**config.mk**
```make
export PLATFORM = sky130hd
export DESIGN_NAME = mgc_sqrt
export DESIGN_NICKNAME = d
export VERILOG_FILES = /design/src/rtl/core/mgc_pkg.sv /design/src/rtl/core/mgc_sqrt.sv
export SDC_FILE = /design/constraint.sdc
export NUM_CORES = 1
export LEC_CHECK = 0
export BUFFER_PORTS_ARGS = -buffer_cell sky130_fd_sc_hd__clkbuf_2
export CORE_ASPECT_RATIO = 0.6
export CORE_MARGIN = 4
export CORE_UTILIZATION = 29
export DETAILED_ROUTE_END_ITERATION = 8
export PLACE_DENSITY = 0.45
export SYNTH_ARGS = -nofsm -noshare
export SYNTH_HDL_FRONTEND = slang
export SYNTH_SLANG_ARGS = --single-unit
export TNS_END_PERCENT = 50
```
**constraint.sdc**
```tcl
create_clock -name clk -period 3.1 [get_ports clk]
set_input_delay 0.62 -clock clk [delete_from_list [all_inputs] [get_ports clk]]
set_output_delay 0.62 -clock clk [all_outputs]
set_load 0.005 [all_outputs]
```
**src/rtl/core/mgc_pkg.sv**
```systemverilog
package mgc_pkg;

	localparam int POS_W     = 5;
	localparam int MOM_W     = 32;
	localparam int SIZE_W    = 6;
	localparam int INV_W     = 32;
	localparam int CURL_W    = 40;
	localparam int CFG_W     = 32;
	localparam int CFG_IDX_W = 3;
	localparam int COORD_W   = 7;
	localparam int DERIV_W   = 49;
	localparam int MAC_A_W   = 48;
	localparam int MAC_B_W   = 40;
	localparam int ACC_W     = 80;
	localparam int ROOT_W    = 40;

	localparam logic CMD_LOAD = 1'b0;
	localparam logic CMD_EVAL = 1'b1;

	localparam logic [CFG_IDX_W-1:0] REG_SIZE_X = 3'd0;
	localparam logic [CFG_IDX_W-1:0] REG_SIZE_Y = 3'd1;
	localparam logic [CFG_IDX_W-1:0] REG_SIZE_Z = 3'd2;
	localparam logic [CFG_IDX_W-1:0] REG_INV_X  = 3'd3;
	localparam logic [CFG_IDX_W-1:0] REG_INV_Y  = 3'd4;
	localparam logic [CFG_IDX_W-1:0] REG_INV_Z  = 3'd5;

	localparam logic [1:0] AXIS_X = 2'd0;
	localparam logic [1:0] AXIS_Y = 2'd1;
	localparam logic [1:0] AXIS_Z = 2'd2;

	localparam logic signed [CURL_W-1:0] CURL_MAX = {1'b0, {(CURL_W-1){1'b1}}};
	localparam logic signed [CURL_W-1:0] CURL_MIN = {1'b1, {(CURL_W-1){1'b0}}};

	typedef struct packed {
		logic             start;
		logic [MOM_W-1:0] num;
		logic [MOM_W-1:0] den;
	} div_req_t;

	typedef struct packed {
		logic               start;
		logic               clear;
		logic [MAC_A_W-1:0] a;
		logic [MAC_B_W-1:0] b;
	} mac_req_t;

	typedef struct packed {
		logic             start;
		logic [ACC_W-1:0] rad;
	} sqrt_req_t;

	// Axis along which each of the six curl terms differentiates
	function automatic logic [1:0] term_axis(input logic [2:0] k);
		case (k)
			3'd0: return AXIS_Y;
			3'd1: return AXIS_Z;
			3'd2: return AXIS_Z;
			3'd3: return AXIS_X;
			3'd4: return AXIS_X;
			3'd5: return AXIS_Y;
			default: return AXIS_X;
		endcase
	endfunction

	// Velocity component that each curl term differentiates
	function automatic logic [1:0] term_comp(input logic [2:0] k);
		case (k)
			3'd0: return AXIS_Z;
			3'd1: return AXIS_Y;
			3'd2: return AXIS_X;
			3'd3: return AXIS_Z;
			3'd4: return AXIS_Y;
			3'd5: return AXIS_X;
			default: return AXIS_X;
		endcase
	endfunction

endpackage

```
**src/rtl/core/mgc_sqrt.sv**
```systemverilog
module mgc_sqrt (
	input  logic                       clk,
	input  logic                       arst_n,
	input  mgc_pkg::sqrt_req_t         req,
	output logic                       done,
	output logic [mgc_pkg::ROOT_W-1:0] root
);
	import mgc_pkg::*;

	localparam int REM_W = ROOT_W + 3;
	localparam int CNT_W = $clog2(ROOT_W);

	logic              busy_q;
	logic              done_q;
	logic [CNT_W-1:0]  cnt_q;
	logic [ACC_W-1:0]  rad_q;
	logic [REM_W-1:0]  rem_q;
	logic [ROOT_W-1:0] root_q;
	logic [REM_W-1:0]  cur;
	logic [REM_W-1:0]  trial;
	logic              take;

	assign cur   = {rem_q[REM_W-3:0], rad_q[ACC_W-1 -: 2]};
	assign trial = REM_W'({root_q, 2'b01});
	assign take  = cur >= trial;
	assign done  = done_q;
	assign root  = root_q;

	// two radicand bits per cycle, one root bit out
	always_ff @(posedge clk or negedge arst_n) begin
		if (!arst_n) begin
			busy_q <= 1'b0;
			done_q <= 1'b0;
			cnt_q  <= '0;
			rad_q  <= '0;
			rem_q  <= '0;
			root_q <= '0;
		end else begin
			done_q <= 1'b0;
			if (req.start) begin
				rad_q  <= req.rad;
				rem_q  <= '0;
				root_q <= '0;
				cnt_q  <= '0;
				busy_q <= 1'b1;
			end else if (busy_q) begin
				rad_q  <= rad_q << 2;
				rem_q  <= take ? cur - trial : cur;
				root_q <= {root_q[ROOT_W-2:0], take};
				cnt_q  <= cnt_q + 1'b1;
				if (cnt_q == CNT_W'(ROOT_W - 1)) begin
					busy_q <= 1'b0;
					done_q <= 1'b1;
				end
			end
		end
	end
endmodule

```
# After elaboration in Yosys (flattened, before gate mapping)
# Cells that the tools add are included.
dict set report totals {
  out_inout_bits 41
  word_cells 26
  regBits 169
}
dict set report op_classes {
  muxes 15
  eq_ne 1
  add_sub_neg 2
  n_reduce_logical 1
  order_cmp 1
}
# op n
set op_table {}
lappend op_table {{80-bit two-way mux} 2}
lappend op_table {{41-bit two-way mux} 3}
lappend op_table {{40-bit two-way mux} 2}
lappend op_table {{43-bit by 42-bit greater-or-equal comparator with 1-bit output} 1}
lappend op_table {{41-bit subtractor} 1}
lappend op_table {{6-bit two-way mux} 2}
lappend op_table {{6-bit by 1-bit adder with 6-bit output, second input constant} 1}
lappend op_table {{6-bit equality test, second input constant} 1}
lappend op_table {{1-bit two-way mux} 6}
lappend op_table {{2-bit nonzero test} 1}

# Depth between registers and ports, before layout
dict set report depth {
  word_depth 4
  depth_mapped 14
  mapped_depth_nobuf 11
}

# Least setup slack after synthesis
# No wires, ideal clock.
dict set report synth_timing {
  path_type {register -> register}
  startpoint {register root_q[25] (netlist: root[25])}
  endpoint {register rem_q[1]}
  setup_time_ns 0.120
  period_less_slack_ns 3.316
  stages_incl_launch_ff 14
  n_path_buf 3
  t_required_ns 2.980
  slack_ns -0.216
  arrival_time_ns 3.197
  path_cell_list {dfrtp_1 inv_1 ha_1 buf_2 nand4_1 or3_4 or4_1 or3_1 and4_4 buf_6 or2_4 buf_6 a41o_1 a31o_1}
}
dict set report synth_via {
  elab_chain_len 4
}
# item line
set synth_rtl {}
lappend synth_rtl {{from (decl)} mgc_sqrt.sv:18} ;# logic [ROOT_W-1:0] root_q;
lappend synth_rtl {{from (signal assigned)} mgc_sqrt.sv:49} ;# root_q <= {root_q[ROOT_W-2:0], take};
lappend synth_rtl {{43-bit by 42-bit greater-or-equal comparator with 1-bit output} mgc_sqrt.sv:25} ;# assign take = cur >= trial;
lappend synth_rtl {{41-bit two-way mux} mgc_sqrt.sv:48} ;# rem_q <= take ? cur - trial : cur;
lappend synth_rtl {{41-bit two-way mux} mgc_sqrt.sv:46} ;# end else if (busy_q) begin
lappend synth_rtl {{41-bit two-way mux} mgc_sqrt.sv:40} ;# if (req.start) begin
lappend synth_rtl {{to (signal assigned)} mgc_sqrt.sv:48}
lappend synth_rtl {{to (decl)} mgc_sqrt.sv:17} ;# logic [REM_W-1:0] rem_q;
# No other way between the ends. The select of a mux whose other input is x is not followed.
# A chain may end at the register's enable or synchronous reset.

# Worst setup path after layout
dict set report layout_timing {
  startpoint {register root_q[25] (netlist: root[25])}
  endpoint {register rem_q[6]}
}
# Same word-level chain as after synthesis.

==> impl_metrics.yaml <==
outcome:
  status: "finished, violations left"
  failed_checks: "negative setup slack"
synthesis:
  synth-edff-count: 0
  synth_nets: 1247
  synth_flop_cell: "dfrtp_1"
  synth-warning-count: 0
  synth-seq-cells: 169
  synth_seq_area_share_pct: 41.8
  yosys-top-cells-area: "dfrtp_1 (42%), mux2i_1 (13%), o21ai_0 (5.9%)"
  syn_inst: 1121
  avgSynthCellArea_um2: 9.02
  synthesis.area_um2: 10100
  synth_top_area_cell: "dfrtp_1"
  synth_top_area_share_pct: 41.8
  yosysUniqueCellTypes: 62
  async_reset_ff_share_pct: 100
timing:
  rsz0062_at_grt: "yes"
  setup_viol: 40
  setup_slack_ns: -0.217
  tns_ns: -5.19
  slew_headroom_pct: 50.9
  layout_min_cycle_time_ns: 3.32
  tightest_slew_ns: 0.736
  max_freq_mhz: 301
  final-hold-violation-count: 0
  finClkSkew_ns: 0.0135
  report.final.slew_viol_count: 0
  fin_crit_sh_pct: 107
pwr:
  power_density_nw_per_um2: 957
  power.leakage_nw: 7.22
  ir_drop_mv: 0.554
placed_design:
  dp_hpwl_um: 21800
  place_congestion: 0.859
  dp_slack_ns: -0.215
  port_buffers: 123
setup_path:
  ff2ff_setup_slack_ns: -0.22
  cp_slowest_stage_delay_ns: 0.45
  critPathTopFamily: "simple AND/OR/NAND/NOR gates"
  arrival_ns: 3.64
  cpMaxStageDelayCell: "or3_4"
  critPathLaunchType: "flop"
  timing.rr.end: "rem_q[6]"
  critPathCaptureType: "flop"
  cp_cell_sequence: "inv_1 > ha_4 > nand4_1 > or3_4 > or4_4 > or3_4 > and4_4 > buf_12 > nor2_8 > buf_12 > buf_16 > mux2i_2 > a211oi_2"
  cp.required_ns: 3.42
  path_max_fanout: 6
  path_class: "flop to flop"
  worst-path-buf-inv: 4
  rr_worst_depth: 13
  timing.rr.start: "root[25]"
run:
  maxCapViolations: 0
clock_network:
  clock-sinks: 169
  worst_skew_pair.late_latency_ns: 0.46
  htreeDepth: 4
  cts_root_buf: "clkbuf_16"
  cts_tree: "yes"
  clock_path_buffers: 2
  hold_buffers: 0
  numCtsBuffers: 17
  cts.clk_slew.worst_paths_ns: 0.08
layout:
  final_cell_mix: "buf_4 (187), dfrtp_1 (168), nand2_1 (144)"
  area_delta_synth_final_pct: 35.0
  diodes: 0
  final_common_cell: "buf_4"
  drive_gt1_share_pct: 29.4
  final_net_count: 1526
global_routing:
  grt_pass1_vias: 8879
  antenna_found_initial: 0
  gr-total-overflow: 0
  grt_max_degree: 85
  grt_first_pass_wirelength_um: 48600
  grt.total_usage_pct: 15.8
detailed_routing:
  wl_per_cell_um: 16.4
  firstDrtPassIters: 5
  num_vias: 9059
  drc: 0
  drtAntennaViolNets: 0
  wl_um: 30700
  drt_iter0_drc: 545
  vias_per_cell: 4.84
floorplan:
  num_io_pins: 124
  dieArea_um2: 38000
  row_count: 52
  chipWidth_um: 249
  start_util_pct: 29.7
  design.core.area_um2: 34000
  dieHeight_um: 153
worst_hold_path:
  min_path_type: "input port to async pin"
==> cell usage after synthesis (7+ instances only) <==
cell,instances
inv_1,51
o21bai_1,7
nand4_1,14
xnor2_1,25
mux2i_1,135
o21a_1,7
a21oi_1,57
nor3_1,15
a211oi_1,23
xor2_1,15
o21ai_0,120
nor2_1,111
nand3_1,12
dfrtp_1,169
ha_1,43
clkbuf_1,47
and3_1,7
a21o_1,7
buf_1,9
or3_1,7
a311oi_1,12
nand2_1,149
==> layer usage <==
| metal | vias up | wire length, um | track usage (%) |
|---|---|---|---|
| met3 | 16 | 1090 | 2.93 |
| li1 | 4525 | - | - |
| met5 | - | 0 | 0 |
| met4 | 0 | 256 | 3.37 |
| met1 | 4364 | 16500 | 24.6 |
| met2 | 154 | 12900 | 22.5 |
==> what timing repair did <==
item / 4_1_cts / 5_1_grt
endpoints found under the setup margin: 42 / 42
pin swaps: 17 / 20
cloned: 2 / 1
buffers inserted: 18 / 4
gates resized for setup: 32 / 35
==> state kept, by name (all words and copies together), names as in the netlist <==
register  cells
done          1
rem_q        41
root         40
cnt_q         6
rad_q        80
busy_q        1
==> where the power goes <==
group / total [mW] / switching (mW) / internal, mW
clock: 2.20 / 1.11 / 1.09
combinational: 8.18 / 4.07 / 4.12
sequential: 2.68 / 0.182 / 2.49
total: 13.1 / 5.36 / 7.70
==> per-stage QoR <==
stage               power (mW)  hold slack (ns)  instance area (um^2)  instances  util [%]
global placement          9.28            0.540                 12400       1815      36.6
detailed placement        9.29            0.554                 12400       1815      36.6
finish                    13.1            0.141                 13700       1872      40.1
floorplan                 6.69            0.324                 10100       1121         -
global route              13.9            0.208                 13700       1872      40.1
CTS                       12.4            0.184                 13400       1867      39.3
==> cells by family after synthesis <==
group	Yosys count	share of synthesized area [%]
simple gates	342	14.7
compound gates	275	16.6
flops	169	41.8
mux	135	13.4
buf+inv	117	4.74
fa+ha+maj	43	5.32
xor+xnor	40	3.46
==> cell type report <==
cell class	count	area [um^2]
Clock buffer	17	425
Clock inverter	15	169
Fill cell	3481	20400
Inverter	51	191
Multi-Input combinational cell	835	5740
Sequential cell	169	4230
Tap cell	459	574
Timing Repair Buffer	326	2330
==> worst max path at each step <==
stage | from | endpoint | slack, ns | depth (start not counted)
floorplan | root[29] | rem_q[1] | -0.07 | 13
global placement | root[0] | rem_q[30] | -0.32 | 14
detailed placement | root[0] | rem_q[7] | -0.22 | 14
CTS | root[27] | rem_q[38] | -0.09 | 11
global route | rem_q[26] | rem_q[18] | -0.29 | 12
finish | root[25] | rem_q[6] | -0.22 | 13
(Power assumes the default switching activity.)
