`config.mk`:
```
export PLATFORM = sky130hd
export DESIGN_NAME = mgc_mac
export DESIGN_NICKNAME = d
export VERILOG_FILES = /design/src/rtl/core/mgc_pkg.sv /design/src/rtl/core/mgc_mac.sv
export SDC_FILE = /design/constraint.sdc
export NUM_CORES = 1
export LEC_CHECK = 0
export BUFFER_PORTS_ARGS = -buffer_cell sky130_fd_sc_hd__buf_2
export CAP_MARGIN = 20
export CORE_AREA = 3 3 158 199
export CTS_BUF_LIST = sky130_fd_sc_hd__clkbuf_4
export CTS_CLUSTER_DIAMETER = 200
export CTS_CLUSTER_SIZE = 30
export DETAILED_ROUTE_END_ITERATION = 12
export DIE_AREA = 0 0 161 202
export PLACE_DENSITY = 0.64
export SETUP_SLACK_MARGIN = 0.2
export SLEW_MARGIN = 20
export SYNTH_ARGS = -nofsm -noshare
export SYNTH_HDL_FRONTEND = slang
export SYNTH_SLANG_ARGS = --single-unit
```
`constraint.sdc`:
```
create_clock -name clk -period 4.7 [get_ports clk]
set_input_delay 0.235 -clock clk [delete_from_list [all_inputs] [get_ports clk]]
set_output_delay 0.235 -clock clk [all_outputs]
set_load 0.03 [all_outputs]
```
`src/rtl/core/mgc_pkg.sv`:
```
package mgc_pkg;

	localparam int POS_W     = 5;
	localparam int MOM_W     = 32;
	localparam int SIZE_W    = 6;
	localparam int INV_W     = 32;
	localparam int CURL_W    = 40;
	localparam int CFG_W     = 32;
	localparam int CFG_IDX_W = 3;
	localparam int COORD_W   = 7;
	localparam int DERIV_W   = 49;
	localparam int MAC_A_W   = 48;
	localparam int MAC_B_W   = 40;
	localparam int ACC_W     = 80;
	localparam int ROOT_W    = 40;

	localparam logic CMD_LOAD = 1'b0;
	localparam logic CMD_EVAL = 1'b1;

	localparam logic [CFG_IDX_W-1:0] REG_SIZE_X = 3'd0;
	localparam logic [CFG_IDX_W-1:0] REG_SIZE_Y = 3'd1;
	localparam logic [CFG_IDX_W-1:0] REG_SIZE_Z = 3'd2;
	localparam logic [CFG_IDX_W-1:0] REG_INV_X  = 3'd3;
	localparam logic [CFG_IDX_W-1:0] REG_INV_Y  = 3'd4;
	localparam logic [CFG_IDX_W-1:0] REG_INV_Z  = 3'd5;

	localparam logic [1:0] AXIS_X = 2'd0;
	localparam logic [1:0] AXIS_Y = 2'd1;
	localparam logic [1:0] AXIS_Z = 2'd2;

	localparam logic signed [CURL_W-1:0] CURL_MAX = {1'b0, {(CURL_W-1){1'b1}}};
	localparam logic signed [CURL_W-1:0] CURL_MIN = {1'b1, {(CURL_W-1){1'b0}}};

	typedef struct packed {
		logic             start;
		logic [MOM_W-1:0] num;
		logic [MOM_W-1:0] den;
	} div_req_t;

	typedef struct packed {
		logic               start;
		logic               clear;
		logic [MAC_A_W-1:0] a;
		logic [MAC_B_W-1:0] b;
	} mac_req_t;

	typedef struct packed {
		logic             start;
		logic [ACC_W-1:0] rad;
	} sqrt_req_t;

	// Axis along which each of the six curl terms differentiates
	function automatic logic [1:0] term_axis(input logic [2:0] k);
		case (k)
			3'd0: return AXIS_Y;
			3'd1: return AXIS_Z;
			3'd2: return AXIS_Z;
			3'd3: return AXIS_X;
			3'd4: return AXIS_X;
			3'd5: return AXIS_Y;
			default: return AXIS_X;
		endcase
	endfunction

	// Velocity component that each curl term differentiates
	function automatic logic [1:0] term_comp(input logic [2:0] k);
		case (k)
			3'd0: return AXIS_Z;
			3'd1: return AXIS_Y;
			3'd2: return AXIS_X;
			3'd3: return AXIS_Z;
			3'd4: return AXIS_Y;
			3'd5: return AXIS_X;
			default: return AXIS_X;
		endcase
	endfunction

endpackage

```
`src/rtl/core/mgc_mac.sv`:
```
module mgc_mac (
	input  logic                     clk,
	input  logic                     arst_n,
	input  mgc_pkg::mac_req_t        req,
	output logic                     done,
	output logic [mgc_pkg::ACC_W-1:0] acc
);
	import mgc_pkg::*;

	localparam int CNT_W = $clog2(MAC_B_W);

	logic               busy_q;
	logic               done_q;
	logic [CNT_W-1:0]   cnt_q;
	logic [ACC_W-1:0]   a_q;
	logic [MAC_B_W-1:0] b_q;
	logic [ACC_W-1:0]   acc_q;

	assign done = done_q;
	assign acc  = acc_q;

	// one multiplier bit per cycle, least significant first
	always_ff @(posedge clk or negedge arst_n) begin
		if (!arst_n) begin
			busy_q <= 1'b0;
			done_q <= 1'b0;
			cnt_q  <= '0;
			a_q    <= '0;
			b_q    <= '0;
			acc_q  <= '0;
		end else begin
			done_q <= 1'b0;
			if (req.start) begin
				a_q    <= ACC_W'(req.a);
				b_q    <= req.b;
				cnt_q  <= '0;
				busy_q <= 1'b1;
				if (req.clear) begin
					acc_q <= '0;
				end
			end else if (busy_q) begin
				if (b_q[0]) begin
					acc_q <= acc_q + a_q;
				end
				a_q   <= a_q << 1;
				b_q   <= b_q >> 1;
				cnt_q <= cnt_q + 1'b1;
				if (cnt_q == CNT_W'(MAC_B_W - 1)) begin
					busy_q <= 1'b0;
					done_q <= 1'b1;
				end
			end
		end
	end
endmodule

```
[Word level (Yosys, flattened, before mapping)]
Cells that the tools add are included.
Storage, ports and cells
  flip-flop bits (word level): 208
  logic and storage cells: 29
  output and inout bits: 81
  bits of input ports: 92
Cells by class
  $add $sub $neg: 2
  mux-type cells: 16
  reduce and logical (&&, ||, !) cells: 3
  equal/unequal tests: 2
Operators with widths (count)
  80-bit two-way mux: 6
  80-bit adder: 1
  40-bit two-way mux: 2
  6-bit two-way mux: 2
  6-bit by 1-bit adder with 6-bit output (second input constant): 1
  6-bit == test (second input constant): 1
  1-bit two-way mux: 6
  2-bit nonzero test: 2
  3-bit AND reduction: 1
  2-bit inequality test (second input constant): 1

[Logic depth before layout (Yosys ltp)]
  depth after elaboration: 4
  mapped depth: 12
  gate-level depth less buffers: 12

[Least setup slack after synthesis]
No wires, ideal clock.
  path type: register to register
  start: register acc_q[0], in the netlist acc[0]
  end: register acc_q[54], in the netlist acc[54]
  data required time: 4567 ps
  library setup time: 133 ps
  cell stages (with the launch flop): 13
  path buffers: 0
  path slack: 1395 ps
  clock period less this slack: 3305 ps
  arrival: 3172 ps
  cells stage by stage: dfrtp_1 ha_1 fa_1 a21o_1 a221o_1 o2111a_1 o2111ai_1 nor3b_2 o41ai_2 or2_2 a21oi_1 xor2_1 o21ai_0
Between the ends
  cells in the longest elaborated chain, start to end: 4
Ends and longest elaborated chain
  from (decl): line mgc_mac.sv:17  | logic [ACC_W-1:0] acc_q;
  from (signal assigned): line mgc_mac.sv:43  | acc_q <= acc_q + a_q;
  80-bit adder: line mgc_mac.sv:43
  80-bit two-way mux: line mgc_mac.sv:42  | if (b_q[0]) begin
  80-bit two-way mux: line mgc_mac.sv:41  | end else if (busy_q) begin
  80-bit two-way mux: line mgc_mac.sv:33  | if (req.start) begin
No other way between the ends. The select of a mux whose other input is x is not followed.
A chain may end at the register's enable or synchronous reset.

[Worst setup path after layout]
  start: register acc_q[4], in the netlist acc[4]
  end: register acc_q[77], in the netlist acc[77]
Same word-level chain as after synthesis.

==> flow_metrics.tcl <==
set metrics [dict create \
    ir_worst_vdd_mv 0.273 \
    synth_simple_gate_area_frac 0.146 \
    die_area_um2 32500 \
    syn_inst 1503 \
    switching_share 0.444 \
    antenna_left 0 \
    clkTransAtPathRegs_ps 310 \
    max_stage_delay_ps 830 \
    max-cap-violations 0 \
    synth_compound_area_frac 0.217 \
    synth_edf_count 0 \
    seq_power_share 0.399 \
    post-route-drc-count 0 \
    start_util 0.445 \
    grt_first_pass_wirelength_mm 59.6 \
    antenna_found_initial 2 \
    cts_made_buffers 10 \
    fin_ws_ps 1030 \
    placed_cell_area_um2 14500 \
    r2r_cells 12 \
    die_y_um 202 \
    multiInputGateArea_um2 7720 \
    fin_crit_ps 3670 \
    hp-class "in -> async" \
    ys_warn_count 0 \
    start_kind "flop" \
    ff2ff_setup_slack_ps 1030 \
    synth_area_um2 13300 \
    critPathCaptureType "flop" \
    vias 11800 \
    cts_num_sinks 208 \
    startpoint "acc[4]" \
    arrival_ps 4320 \
    seq_area_frac_synth 0.392 \
    wl_per_cell_um 16.7 \
    track_usage 0.217 \
    synth_fa_ha_area_frac 0.0769 \
    place.gp.congestion 0.903 \
    syn_nets 1676 \
    finalInstanceArea_um2 15700 \
    dp_slack_ps 1090 \
    cp_max_fo 5 \
    ys_ff_latch 208 \
    first_pass_iters 5 \
    die_w_um 161 \
    finalSetupViolations 0 \
    combPwrFrac 0.486 \
    p_clk_frac 0.115 \
    drive_gt1_frac 0.123 \
    yosysUniqueCellTypes 71 \
    seq_area_um2 5210 \
    routed_via_density 5.50 \
    timing.rr.start "acc[4]" \
    rows 71 \
    timing.rr.end "acc[77]" \
    grt_pass1_vias 12000 \
    wirelength_mm 35.8 \
    critical_path_class "reg -> reg" \
    layout.nets 1910 \
    synth_top_family_by_area "compound AO/OA/AOI/OAI gates" \
    io_buffers 172 \
    syn_avg_cell_area_um2 8.83 \
    ioPinCount 173 \
    hold_viol_final 0 \
    hpwl_mm 25.3 \
    cp.required_ps 5350 \
    coreArea_um2 29800 \
    grt_max_degree 141 \
    slowest_stage "a2111oi_0" \
    syn_to_final_growth_pct 18.5 \
    timing.setup.tns_ps 0 \
    p_leak_nw 8.18 \
    ys.flop_type "dfrtp_1" \
    grt.overflow.total 0 \
    maxSlewHeadroom 0.369 \
    clockBufferDepth 3 \
    clkLatencyLatePin_ps 700 \
    internal-power_mw 3.16 \
    hold_ws_ps 42.5 \
    first_iter_violations 634 \
    switchingPower_mw 2.53 \
    synthArstFlopShare 1.00 \
    power.density_nw_per_um2 362 \
    synthMuxAreaShare 0.0905 \
    synth-xor-area-share 0.0502 \
    slew_violations 0 \
    status "finished, final reports clean" \
    rsz0062_at_grt "no" \
    fmax_mhz 273 \
    crit_path_cell_trace "ha_1 -> o211ai_1 -> o211a_1 -> or2_2 -> a31oi_1 -> buf_4 -> o2111a_1 -> o31ai_1 -> a2111oi_0 -> a21oi_1 -> xor2_1 -> o21ai_0" \
    worstMarginPinSlew_ps 944 \
    fillers 2838 \
    htreeDepth 1 \
    cts_tree "yes" \
    clockRootBuffer "clkbuf_4" \
    fin_crit_sh 0.781 \
    skew_ps 53.2 \
]
per-stage QoR:
step | util | cells | total power [mW]
final | 0.527 | 2140 | 5.69
after global routing | 0.527 | 2139 | 6.11
after CTS | 0.527 | 2138 | 5.73
after detailed placement | 0.484 | 2009 | 4.97
after global placement | 0.484 | 2009 | 4.95
after floorplan | - | 1503 | 4.22
timing repair:
item / 4_1_cts / 5_1_grt
endpoints found under the hold margin: 186 / 0
hold buffers: 117 / 0
endpoints found under the setup margin: 0 / 0
resized for setup: 0 / 0
buffers inserted: 0 / 0
registers in the layout (all words and copies together) (netlist names):
name and flops:
cnt_q 6, acc 80, a_q 80, done 1, b_q 40, busy_q 1
worst max path at each step:
stage	to
finish	acc[77]
global route	acc[47]
CTS	acc[70]
detailed placement	acc[50]
global placement	acc[54]
floorplan	acc[54]
final cells by class:
type / instances / share of cell area
Inverter: 18 / 0.00430
Antenna cell: 2 / 0.000318
Multi-Input combinational cell: 1200 / 0.491
Clock inverter: 1 / 0.000239
Tap cell: 401 / 0.0319
Clock buffer: 11 / 0.00525
Sequential cell: 208 / 0.331
Timing Repair Buffer: 299 / 0.136
cell usage after synthesis (6+ instances only):
library cell    n  area [um^2]
ha_1           80         1000
buf_1           8         30.0
o31ai_1        10         75.1
nor2_1        111          417
nand2_1       232          871
nor3_1         17         85.1
a22o_1          7         61.3
a21o_1         46          345
clkbuf_1       66          248
a21oi_1        96          480
xor2_1         47          412
mux2i_1       120         1200
xnor2_1        29          254
a31oi_1        15         93.8
dfrtp_1       208         5200
a221o_1         6         60.1
inv_1          18         67.6
nand4_1        20          125
o21bai_1       16          120
and2_1          8         50.1
o21a_1          8         60.1
o21ai_0       217         1090
nand3_1        11         55.1
a211oi_1       10         75.1
and3_1          7         43.8
nor4_1          6         37.5
power groups by stage:
stage	logic (mW)	clock network, mW	registers, mW
5_1_grt	3.05	0.742	2.31
2_1_floorplan	1.60	0	2.62
4_1_cts	2.76	0.696	2.27
3_3_place_gp	2.65	0	2.29
6_report	2.77	0.653	2.27
3_5_place_dp	2.67	0	2.30
kinds of logic after synthesis:
kind of cell / count (synthesis)
AOI/OAI and AO/OA: 478
and+or+nand+nor: 445
DFF: 208
muxes: 120
buffers and inverters: 95
adders and majority gates: 81
xor gates and xnor gates: 76
critical path, delay by kind of cell (launching register included):
family / cells / cell delay (ps)
buf+inv: 1 / 180
simple gates: 1 / 340
compound gates: 8 / 2110
fa+ha+maj: 1 / 380
xor+xnor: 1 / 170
flops: 1 / 470
metal layers:
metal  routed length, um  share of wire  track usage
met4                1080          0.030       0.0652
met5                   0              0            0
met3                1410          0.039       0.0238
met1               15900           0.44        0.281
met2               17400           0.49        0.381
placed cells by master, fill, tap and decap left out, drive strengths merged, types with 5 or more instances in the layout:
cell and count:
or2 5, nor3 18, nand4 20, nand3 11
dfrtp 208, a22o 7, ha 80, dlygate4sd3 117
nand2b 5, o31ai 10, mux2i 120, clkbuf 12
a31oi 15, o211ai 5, and3 8, and2 8
xor2 47, o21a 8, a211oi 11, nor2 111
o21ai 219, a21o 47, nand2 232, a21oi 97
nor4 6, or3 5, buf 181, a221o 6
o21bai 16, xnor2 29, inv 18
Note: power is estimated with default switching activity, not from simulation.
