<file path="config.mk">
export PLATFORM = sky130hd
export DESIGN_NAME = mgc_div
export DESIGN_NICKNAME = d
export VERILOG_FILES = /design/src/rtl/core/mgc_pkg.sv /design/src/rtl/core/mgc_div.sv
export SDC_FILE = /design/constraint.sdc
export NUM_CORES = 1
export LEC_CHECK = 0
export BUFFER_PORTS_ARGS = -buffer_cell sky130_fd_sc_hd__buf_2
export CORE_ASPECT_RATIO = 1.4
export CORE_MARGIN = 2
export CORE_UTILIZATION = 31
export DETAILED_ROUTE_END_ITERATION = 10
export PLACE_DENSITY_LB_ADDON = 0.2
export SYNTH_ARGS = -nofsm -noshare
export SYNTH_HDL_FRONTEND = slang
export SYNTH_SLANG_ARGS = --single-unit
</file>
<file path="constraint.sdc">
create_clock -name clk -period 4.4 [get_ports clk]
set_input_delay 0.44 -clock clk [delete_from_list [all_inputs] [get_ports clk]]
set_output_delay 0.44 -clock clk [all_outputs]
set_load 0.02 [all_outputs]
</file>
<file path="src/rtl/core/mgc_pkg.sv">
package mgc_pkg;

	localparam int POS_W     = 5;
	localparam int MOM_W     = 32;
	localparam int SIZE_W    = 6;
	localparam int INV_W     = 32;
	localparam int CURL_W    = 40;
	localparam int CFG_W     = 32;
	localparam int CFG_IDX_W = 3;
	localparam int COORD_W   = 7;
	localparam int DERIV_W   = 49;
	localparam int MAC_A_W   = 48;
	localparam int MAC_B_W   = 40;
	localparam int ACC_W     = 80;
	localparam int ROOT_W    = 40;

	localparam logic CMD_LOAD = 1'b0;
	localparam logic CMD_EVAL = 1'b1;

	localparam logic [CFG_IDX_W-1:0] REG_SIZE_X = 3'd0;
	localparam logic [CFG_IDX_W-1:0] REG_SIZE_Y = 3'd1;
	localparam logic [CFG_IDX_W-1:0] REG_SIZE_Z = 3'd2;
	localparam logic [CFG_IDX_W-1:0] REG_INV_X  = 3'd3;
	localparam logic [CFG_IDX_W-1:0] REG_INV_Y  = 3'd4;
	localparam logic [CFG_IDX_W-1:0] REG_INV_Z  = 3'd5;

	localparam logic [1:0] AXIS_X = 2'd0;
	localparam logic [1:0] AXIS_Y = 2'd1;
	localparam logic [1:0] AXIS_Z = 2'd2;

	localparam logic signed [CURL_W-1:0] CURL_MAX = {1'b0, {(CURL_W-1){1'b1}}};
	localparam logic signed [CURL_W-1:0] CURL_MIN = {1'b1, {(CURL_W-1){1'b0}}};

	typedef struct packed {
		logic             start;
		logic [MOM_W-1:0] num;
		logic [MOM_W-1:0] den;
	} div_req_t;

	typedef struct packed {
		logic               start;
		logic               clear;
		logic [MAC_A_W-1:0] a;
		logic [MAC_B_W-1:0] b;
	} mac_req_t;

	typedef struct packed {
		logic             start;
		logic [ACC_W-1:0] rad;
	} sqrt_req_t;

	// Axis along which each of the six curl terms differentiates
	function automatic logic [1:0] term_axis(input logic [2:0] k);
		case (k)
			3'd0: return AXIS_Y;
			3'd1: return AXIS_Z;
			3'd2: return AXIS_Z;
			3'd3: return AXIS_X;
			3'd4: return AXIS_X;
			3'd5: return AXIS_Y;
			default: return AXIS_X;
		endcase
	endfunction

	// Velocity component that each curl term differentiates
	function automatic logic [1:0] term_comp(input logic [2:0] k);
		case (k)
			3'd0: return AXIS_Z;
			3'd1: return AXIS_Y;
			3'd2: return AXIS_X;
			3'd3: return AXIS_Z;
			3'd4: return AXIS_Y;
			3'd5: return AXIS_X;
			default: return AXIS_X;
		endcase
	endfunction

endpackage

</file>
<file path="src/rtl/core/mgc_div.sv">
module mgc_div #(
	parameter int FRAC = 30
) (
	input  logic              clk,
	input  logic              arst_n,
	input  mgc_pkg::div_req_t req,
	output logic              done,
	output logic [FRAC:0]     quo
);
	import mgc_pkg::*;

	localparam int CNT_W = $clog2(FRAC + 1);

	logic             busy_q;
	logic             done_q;
	logic [CNT_W-1:0] cnt_q;
	logic [MOM_W-1:0] rem_q;
	logic [MOM_W-1:0] den_q;
	logic [FRAC:0]    quo_q;
	logic [MOM_W:0]   trial;
	logic             take;

	assign trial = {rem_q, 1'b0};
	assign take  = trial >= {1'b0, den_q};
	assign done  = done_q;
	assign quo   = quo_q;

	always_ff @(posedge clk or negedge arst_n) begin
		if (!arst_n) begin
			busy_q <= 1'b0;
			done_q <= 1'b0;
			cnt_q  <= '0;
			rem_q  <= '0;
			den_q  <= '0;
			quo_q  <= '0;
		end else begin
			done_q <= 1'b0;
			if (req.start) begin
				den_q <= req.den;
				cnt_q <= '0;
				// cap at exactly one when the quotient would reach it
				if (req.num >= req.den) begin
					quo_q  <= (FRAC+1)'(1) << FRAC;
					busy_q <= 1'b0;
					done_q <= 1'b1;
				end else begin
					quo_q  <= '0;
					rem_q  <= req.num;
					busy_q <= 1'b1;
				end
			end else if (busy_q) begin
				rem_q <= take ? MOM_W'(trial - {1'b0, den_q}) : trial[MOM_W-1:0];
				quo_q <= {quo_q[FRAC-1:0], take};
				cnt_q <= cnt_q + 1'b1;
				if (cnt_q == CNT_W'(FRAC - 1)) begin
					busy_q <= 1'b0;
					done_q <= 1'b1;
				end
			end
		end
	end
endmodule

</file>
* Word-level counts from Yosys, hierarchy flattened *
Index checks and enable logic that the tools add are counted.

cells by class
  add/sub/neg operators = 2
  magnitude comparators = 2
  eq/ne operators = 2
  muxes and demuxes = 17
  reductions and logical operators = 2

operators with widths
  operator             number
  $mux 32              4
  $mux 31              3
  $ge 33x32->1         1
  $ge 32x32->1         1
  $sub 32x32->32       1
  $mux 5               2
  $mux 1               8
  $add 5x1->5 const B  1
  $eq 5x5->1 const B   1
  $ne 2x2->1 const B   1
  $reduce_and 2->1     1
  $reduce_bool 2->1    1

word-level totals
  bits in registers = 102
  bits of input ports = 67
  output and inout bits = 32
  logic and storage cells = 31

* Longest topological paths before layout *
Gate-level depths: netlist (run 1).

  word-level depth = 4
  mapped depth = 14
  gate-level depth less buffers = 11

* Least setup slack after synthesis (run 1) *
No wires, ideal clock.

  path type = reg-to-reg
  start = register rem_q[2]
  end = register rem_q[0]
  library setup time = 133 ps
  arrival = 2551 ps
  required time = 4267 ps
  path slack = 1716 ps
  cell stages (with the launch flop) = 13
  buffers on the path = 2
  clock period less this slack = 2684 ps
  cell sequence = dfrtp_1 ha_1 a21o_1 a21oi_1 a21oi_2 o2111ai_2 a2111oi_4 o31ai_2 buf_6 buf_2 nor2_1 a211oi_1 a21oi_1

between the ends
  word-level cells in the longest chain between the ends = 4

RTL lines
  element                   line           RTL
  start: declaration        mgc_div.sv:17  logic [MOM_W-1:0] rem_q;
  start signal: assignment  mgc_div.sv:48  rem_q <= req.num;
  start signal: assignment  mgc_div.sv:52  rem_q <= take ? MOM_W'(trial - {1'b0, den_q}) : trial[MOM_W-1:0];
  $ge 33x32->1              mgc_div.sv:24  assign take = trial >= {1'b0, den_q};
  $mux 32                   mgc_div.sv:52
  $mux 32                   mgc_div.sv:51  end else if (busy_q) begin
  $mux 32                   mgc_div.sv:38  if (req.start) begin

Every way passes these cells. The select of a mux whose other input is x is not followed.
A chain may end at the register's enable or synchronous reset.

* Worst setup path in the final report (run 1) *
  start = register rem_q[2]
  end = register rem_q[2]

The elaborated chain is that of the path after synthesis.

==> reports/qor.yml, run 1 <==
placed_design:
  io_buffers: 98
  place_hpwl_mm: 14.9
  gp_congestion: 0.826
  place_area_um2: 7920
floorplan:
  die_h_um: 183
  core_area_um2: 22500
  rows: 65
  ios: 99
  start_util: 0.316
  die_x_um: 132
  die-area_um2: 24200
detailed_routing:
  drt_iter0_drc: 191
  dr_total_vias: 6119
  wl_mm: 19.5
  final_antenna_net_count: 0
  drcViolationCount: 0
  wl_per_cell_um: 16.0
  drtPass1Iterations: 5
  viasPerCell: 5.01
logic_synthesis:
  synth_top_cell_by_area: "dfrtp_1"
  yosys_warnings: 0
  synth.top_cell.area_share: 0.359
  synth_nets: 968
  synth_cell_types: 62
  yosysSeqAreaShare: 0.359
  synthArstFlopShare: 1.00
  yosys-top-cells-area: "dfrtp_1 36%, ha_1 12%, mux2i_1 5.9%, nor2_1 4.4%, nand2_1 4.3%"
  synth-edff-count: 0
  syn_inst: 834
  synthFlopType: "dfrtp_1"
  syn_avg_cell_area_um2: 8.53
  synth_area_um2: 7110
  synth-seq-cells: 102
setup_path:
  worstPathMaxFanout: 22
  path_class: "reg -> reg"
  slowest_delay_ps: 650
  crit_chain: "ha_1 > a21o_1 > a21oi_1 > a21oi_2 > o2111ai_2 > a2111oi_4 > o31ai_4 > buf_4 > nor2_1 > a211oi_1 > o31ai_1"
  startpoint_type: "register"
  worstSetupEndpointType: "register"
  critical_path.slowest_cell: "o31ai_4"
  worst_ep_arrival_time_ps: 3540
  worst_ep_required_time_ps: 4640
clock_tree:
  postCtsSetupBuffers: 0
  cts_tree: "yes"
  clk_path_buf_depth: 2
  clock_latency_ps: 360
  cts-htree-levels: 3
  clkSinkCount: 102
  root_buffer: "clkbuf_16"
  cts_made_buffers: 9
  path_clk_slew_ps: 80
timing:
  slew_headroom: 0.491
  tightest_slew_ps: 761
  hold_viol: 0
  fin_crit_ps: 3300
  finalSetupViolCount: 0
  post-route-period-util: 0.750
  clock_skew_ps: 14.2
  fmax_ghz: 0.303
  rsz0062_at_grt: "false"
  slew_viol_final: 0
  fin_tns_setup_ps: 0
grt:
  grt_pass1_vias: 6465
  grt_overflow: 0
  grt_max_degree: 66
  grt_pass1_wl_mm: 32.8
  grt_antenna_before_repair: 0
  grt_usage: 0.168
cells_and_area:
  layout.nets: 1049
  antenna_cells: 0
  drive_gt1_frac: 0.150
  final_common_cell: "dfrtp_1"
  design_area_um2: 8250
  final_cell_mix: "101 x dfrtp_1, 96 x buf_2, 83 x nor2_1"
  syn2layout_area_growth_pct: 16.0
min_path:
  hold_class: "in -> reg"
job:
  max_cap_viol_count: 0
power:
  p_per_area_nw_per_um2: 566
  power.leakage_nw: 4.08
  peakVddDrop_v: 0.000240
run_status:
  status: "finished, final reports clean"
final timing paths:
check	startpoint	endpoint	slack, ps	cells past startpoint
worst max-delay path	rem_q[2]	rem_q[2]	1100	11
worst min-delay path	req[0]	den_q[0]	300	3
worst max register to register	rem_q[2]	rem_q[2]	1100	11
worst min register to register	rem_q[7]	rem_q[7]	520	2
max in group asynchronous	arst_n	rem_q[18]	2990	3
min in group asynchronous	arst_n	den_q[4]	540	2
through the flow:
stage / total power, mW / worst slack (ps) / instances / util / hold slack [ps]
floorplan: 3.24 / 1720 / 834 / - / 144
global placement: 3.85 / 713 / 1204 / 0.352 / 376
detailed placement: 3.85 / 706 / 1204 / 0.352 / 377
CTS: 4.73 / 1080 / 1221 / 0.366 / 287
global route: 5.11 / 802 / 1221 / 0.366 / 304
finish: 4.67 / 1100 / 1221 / 0.366 / 298
worst max-delay path, delay by kind of cell (launching register included):
family,cells,cell delay (ps)
AOI/OAI and AO/OA,8,1940
and+or+nand+nor,1,80
adders and majority gates,1,370
buffers and inverters,1,380
DFF,1,410
kinds of logic (layout without fill, tap and decap cells):
logic type / Yosys count / count (layout) / synth area share
buffers and inverters: 119 / 205 / 0.0649
AND/OR/NAND/NOR: 254 / 254 / 0.160
XOR/XNOR: 30 / 30 / 0.0369
multiplexers: 42 / 42 / 0.0591
adder cells (fa/ha/maj): 67 / 67 / 0.119
AO/OA/AOI/OAI: 220 / 220 / 0.201
flip-flops: 102 / 102 / 0.359
where the power goes:
part	internal [mW]	total [mW]	leakage, nW	switching [mW]
sequential	1.12	1.27	1.29	0.152
clock	0.414	0.850	0.155	0.436
combinational	1.04	2.55	2.64	1.51
total	2.58	4.67	4.08	2.10
layer usage:
layer  part of all wire  wire, µm  vias up  track usage
met5                  0         0        -            0
met4              0.021       416        0       0.0548
met3              0.035       689       20       0.0252
met2               0.51     10000       99        0.310
met1               0.43      8380     2906        0.199
li1                   -         -     3094            -
layout make-up:
class,instances,area (µm²)
fill,2386,14300
multi-input combinational,613,4110
sequential,102,2550
timing repair buffer,111,596
tap,301,377
inverter,78,293
clock buffer,9,225
clock inverter,7,96.3
timing repair:
action,CTS,global route
gates resized for setup,0,0
hold endpoints to repair,25,0
hold buffers,1,0
synth_stat cells, types with 3 or more instances:
library cell,n
inv_1,77
a22oi_1,5
buf_2,6
o211ai_1,4
o21ai_1,3
a21o_1,12
nor2b_1,7
a21boi_0,4
nor3_1,23
a211oi_1,20
or3_1,3
a21oi_1,55
nand2_1,82
o21bai_1,4
buf_1,7
a31o_2,3
mux2i_1,42
a31oi_1,3
and2_1,3
o21a_1,4
xnor2_1,17
o31ai_1,12
nand3_1,17
a221oi_1,3
o311a_1,3
nor4_1,3
o21ai_0,60
o311ai_0,3
clkbuf_1,27
nor2_1,84
dfrtp_1,102
ha_1,66
nand2b_1,6
nand4_1,17
xor2_1,13
state kept, by name, indices dropped and copies added (netlist names):
register and cells:
rem_q 32, quo 31, cnt_q 5, busy_q 1
done 1, den_q 32
Power figures use the tool's default switching activity.
==> run 2: changes to the inputs <==
- ABC_AREA: unset -> 1
- clock period: 4.4 -> 2.7 ns (I/O delays scaled with it)
==> run 2 against run 1 <==
Via count increased by 26%. Clock power grew 73%. Flip-flop and latch count is the same. Routed wire length up 26%. Largest power group unchanged.
==> reports/qor.yml, run 2 <==
job:
  max_cap_viol_count: 0  # unchanged
logic_synthesis:
  synth-edff-count: 0  # unchanged
  synthFlopType: "dfrtp_1"
  yosysSeqAreaShare: 0.315  # -0.0442
  yosys_warnings: 0  # unchanged
  syn_inst: 1223  # +47%
  yosysMostFrequentCell: "nand2_1"
  synth.top_cell.area_share: 0.315  # -0.0442
  yosys-top-cells-area: "dfrtp_1 31%, nand2_1 17%, inv_1 10%, ha_1 10%, nand3_1 9.3%"
  synthTopCellsByCount: "369 x nand2_1, 222 x inv_1, 151 x nand3_1, 102 x dfrtp_1, 66 x ha_1"
  synth_cell_types: 37  # -40%
  synthArstFlopShare: 1.00  # unchanged
  syn_avg_cell_area_um2: 6.63  # -22%
  synth_nets: 1357  # +40%
  synth_top_cell_by_area: "dfrtp_1"
  synth-seq-cells: 102  # unchanged
  synth_area_um2: 8110  # +14%
detailed_routing:
  wl_mm: 24.6  # +26%
  drcViolationCount: 0  # unchanged
  drt_iter0_drc: 361  # +89%
  wl_per_cell_um: 15.0  # -6.2%
  drtPass1Iterations: 5  # unchanged
  wl_met1_mm: 10.6  # +26%
  dr_total_vias: 7739  # +26%
  final_antenna_net_count: 0  # unchanged
  wl_met3_um: 734  # +6.5%
  viasPerCell: 4.72  # -5.9%
  routed.top_layer: "met4"
  met2WireLength_mm: 12.7  # +26%
timing:
  fmax_ghz: 0.404  # +33%
  hold_viol: 0  # unchanged
  post-route-period-util: 0.917  # +0.167
  finalSetupViolCount: 0  # unchanged
  clock_skew_ps: 10.4  # -3.80 ps
  fin_tns_setup_ps: 0  # unchanged
  slew_viol_final: 0  # unchanged
  rsz0062_at_grt: "false"
  fin_crit_ps: 2470  # -824 ps
  slew_headroom: 0.601  # +0.110
  tightest_slew_ps: 598  # -163 ps
power:
  peakVddDrop_v: 0.000350  # +46%
  finalPower_mw: 8.34  # +78%
  p_per_area_nw_per_um2: 893  # +58%
  power.leakage_nw: 5.23  # +28%
grt:
  grt_antenna_before_repair: 0  # unchanged
  grt_max_degree: 63  # -4.5%
  grt_pass1_vias: 7928  # +23%
  grt_pass1_wl_mm: 41.0  # +25%
  grt_usage: 0.187  # +0.0188
  grt_overflow: 0  # unchanged
placed_design:
  dp_cells: 1624  # +35%
  place_hpwl_mm: 19.7  # +32%
  io_buffers: 98  # unchanged
  gp_congestion: 0.920  # +11%
setup_path:
  critical_path.slowest_cell: "dfrtp_1"
  worstPathMaxFanout: 5  # -77%
  crit_path_frequent_cell: "nand2_1"
  worst_ep_arrival_time_ps: 2730  # -810 ps
  slowest_delay_ps: 420  # -230 ps
  crit_chain: "ha_1 > nand2_1 > nor2_1 > inv_1 > nor3_1 > and2_1 > nand2_1 > nand2_1 > nand2_1 > nand3_1 > nand3_1 > nand3_1 > nand2_1"
  path_buf_inv: 1  # unchanged
  path_class: "reg -> reg"
  startpoint_type: "register"
  worstSetupEndpointType: "register"
  worst_ep_required_time_ps: 2950  # -1690 ps
  critical-path-top-delay-family: "simple AND/OR/NAND/NOR gates"
cells_and_area:
  final_cell_mix: "369 x nand2_1, 221 x inv_1, 151 x nand3_1"
  antenna_cells: 0  # unchanged
  drive_gt1_frac: 0.143  # -0.00725
  layout.cells.non_filler: 1641  # +34%
  layout.nets: 1446  # +38%
  syn2layout_area_growth_pct: 15.1
  final_common_cell: "nand2_1"
floorplan:
  core_area_um2: 25900  # +15%
  die-area_um2: 27500  # +14%
  rows: 70  # +7.7%
  ios: 99  # unchanged
  die_x_um: 141  # +6.6%
  die_h_um: 195  # +6.6%
  start_util: 0.313  # -0.00286
clock_tree:
  cts_made_buffers: 9  # unchanged
  clock_latency_ps: 360  # about the same
  clk_path_buf_depth: 2  # unchanged
  cts_tree: "yes"
  path_clk_slew_ps: 70  # about the same
  cts-htree-levels: 3  # unchanged
  clkSinkCount: 102  # unchanged
  root_buffer: "clkbuf_16"
min_path:
  hold_class: "in -> reg"
run_status:
  status: "finished, final reports clean"
run 2: changes by cell type in the layout (fill, tap and decap cells not counted), moves of 14 or more:
cell and delta:
xnor2_1 -14, o21ai_0 -19, a21oi_1 -22, or2_2 +27
nor3_1 -16, nand2_1 +287, nand3_1 +134, nor2_1 -28
a211oi_1 -20, o22ai_1 +29, mux2i_1 -42, inv_1 +144
run 2: layer usage:
layer	GRT usage	vias up
li1	-	4014
met2	0.341	130
met1	0.221	3558
met5	0	-
met4	0.0693	0
met3	0.0257	37
run 2: cell families after synthesis:
family,synth area share
xor gates and xnor gates,0.0151
adders and majority gates,0.104
DFF,0.315
buffers and inverters,0.128
and+or+nand+nor,0.361
AOI/OAI and AO/OA,0.0765
run 2: stage by stage:
| stage | instance area (µm²) | hold slack (ps) | util | worst slack, ps |
|---|---|---|---|---|
| global placement | 8990 | 313 | 0.347 | 126 |
| CTS | 9330 | 111 | 0.360 | 248 |
| detailed placement | 8990 | 319 | 0.347 | 134 |
| global route | 9340 | 129 | 0.360 | 63.3 |
| floorplan | 8110 | -25.6 | - | 719 |
| finish | 9340 | 126 | 0.360 | 225 |
run 2: repair_timing:
item | CTS | global route
buffers inserted | 0 | 0
gates resized for setup | 0 | 2
endpoints found under the hold margin | 42 | 0
hold buffers | 1 | 0
endpoints found under the setup margin | 0 | 1
run 2: area by class of cell:
cell class              instances  area [µm²]
clock buffers                  10         239
clock inverters                 6        90.1
fillers                      2863       16600
inverters                     229         860
multi-input cells             853        4530
flip-flops and latches        102        2550
well taps                     324         405
repair buffers                117         667
run 2: worst min-delay path: stages:
cell	delay [ps]
buf_2	80
nand2_1	40
o21ai_0	50
run 2: power breakdown:
group	switching, mW	leakage [nW]	internal, mW
logic	3.13	3.76	1.69
clock network	0.624	0.159	0.843
registers	0.240	1.30	1.81
run 2: path summary, 6_finish.rpt:
| kind | from | to | slack [ps] | depth (start not counted) |
|---|---|---|---|---|
| max in group asynchronous | arst_n | rem_q[25] | 1480 | 3 |
| worst min-delay path | req[9] | den_q[9] | 130 | 3 |
| worst max-delay path | rem_q[25] | rem_q[31] | 230 | 13 |
| worst min register to register | cnt_q[4] | cnt_q[4] | 480 | 1 |
| worst max register to register | rem_q[25] | rem_q[31] | 230 | 13 |
| min in group asynchronous | arst_n | den_q[3] | 450 | 2 |
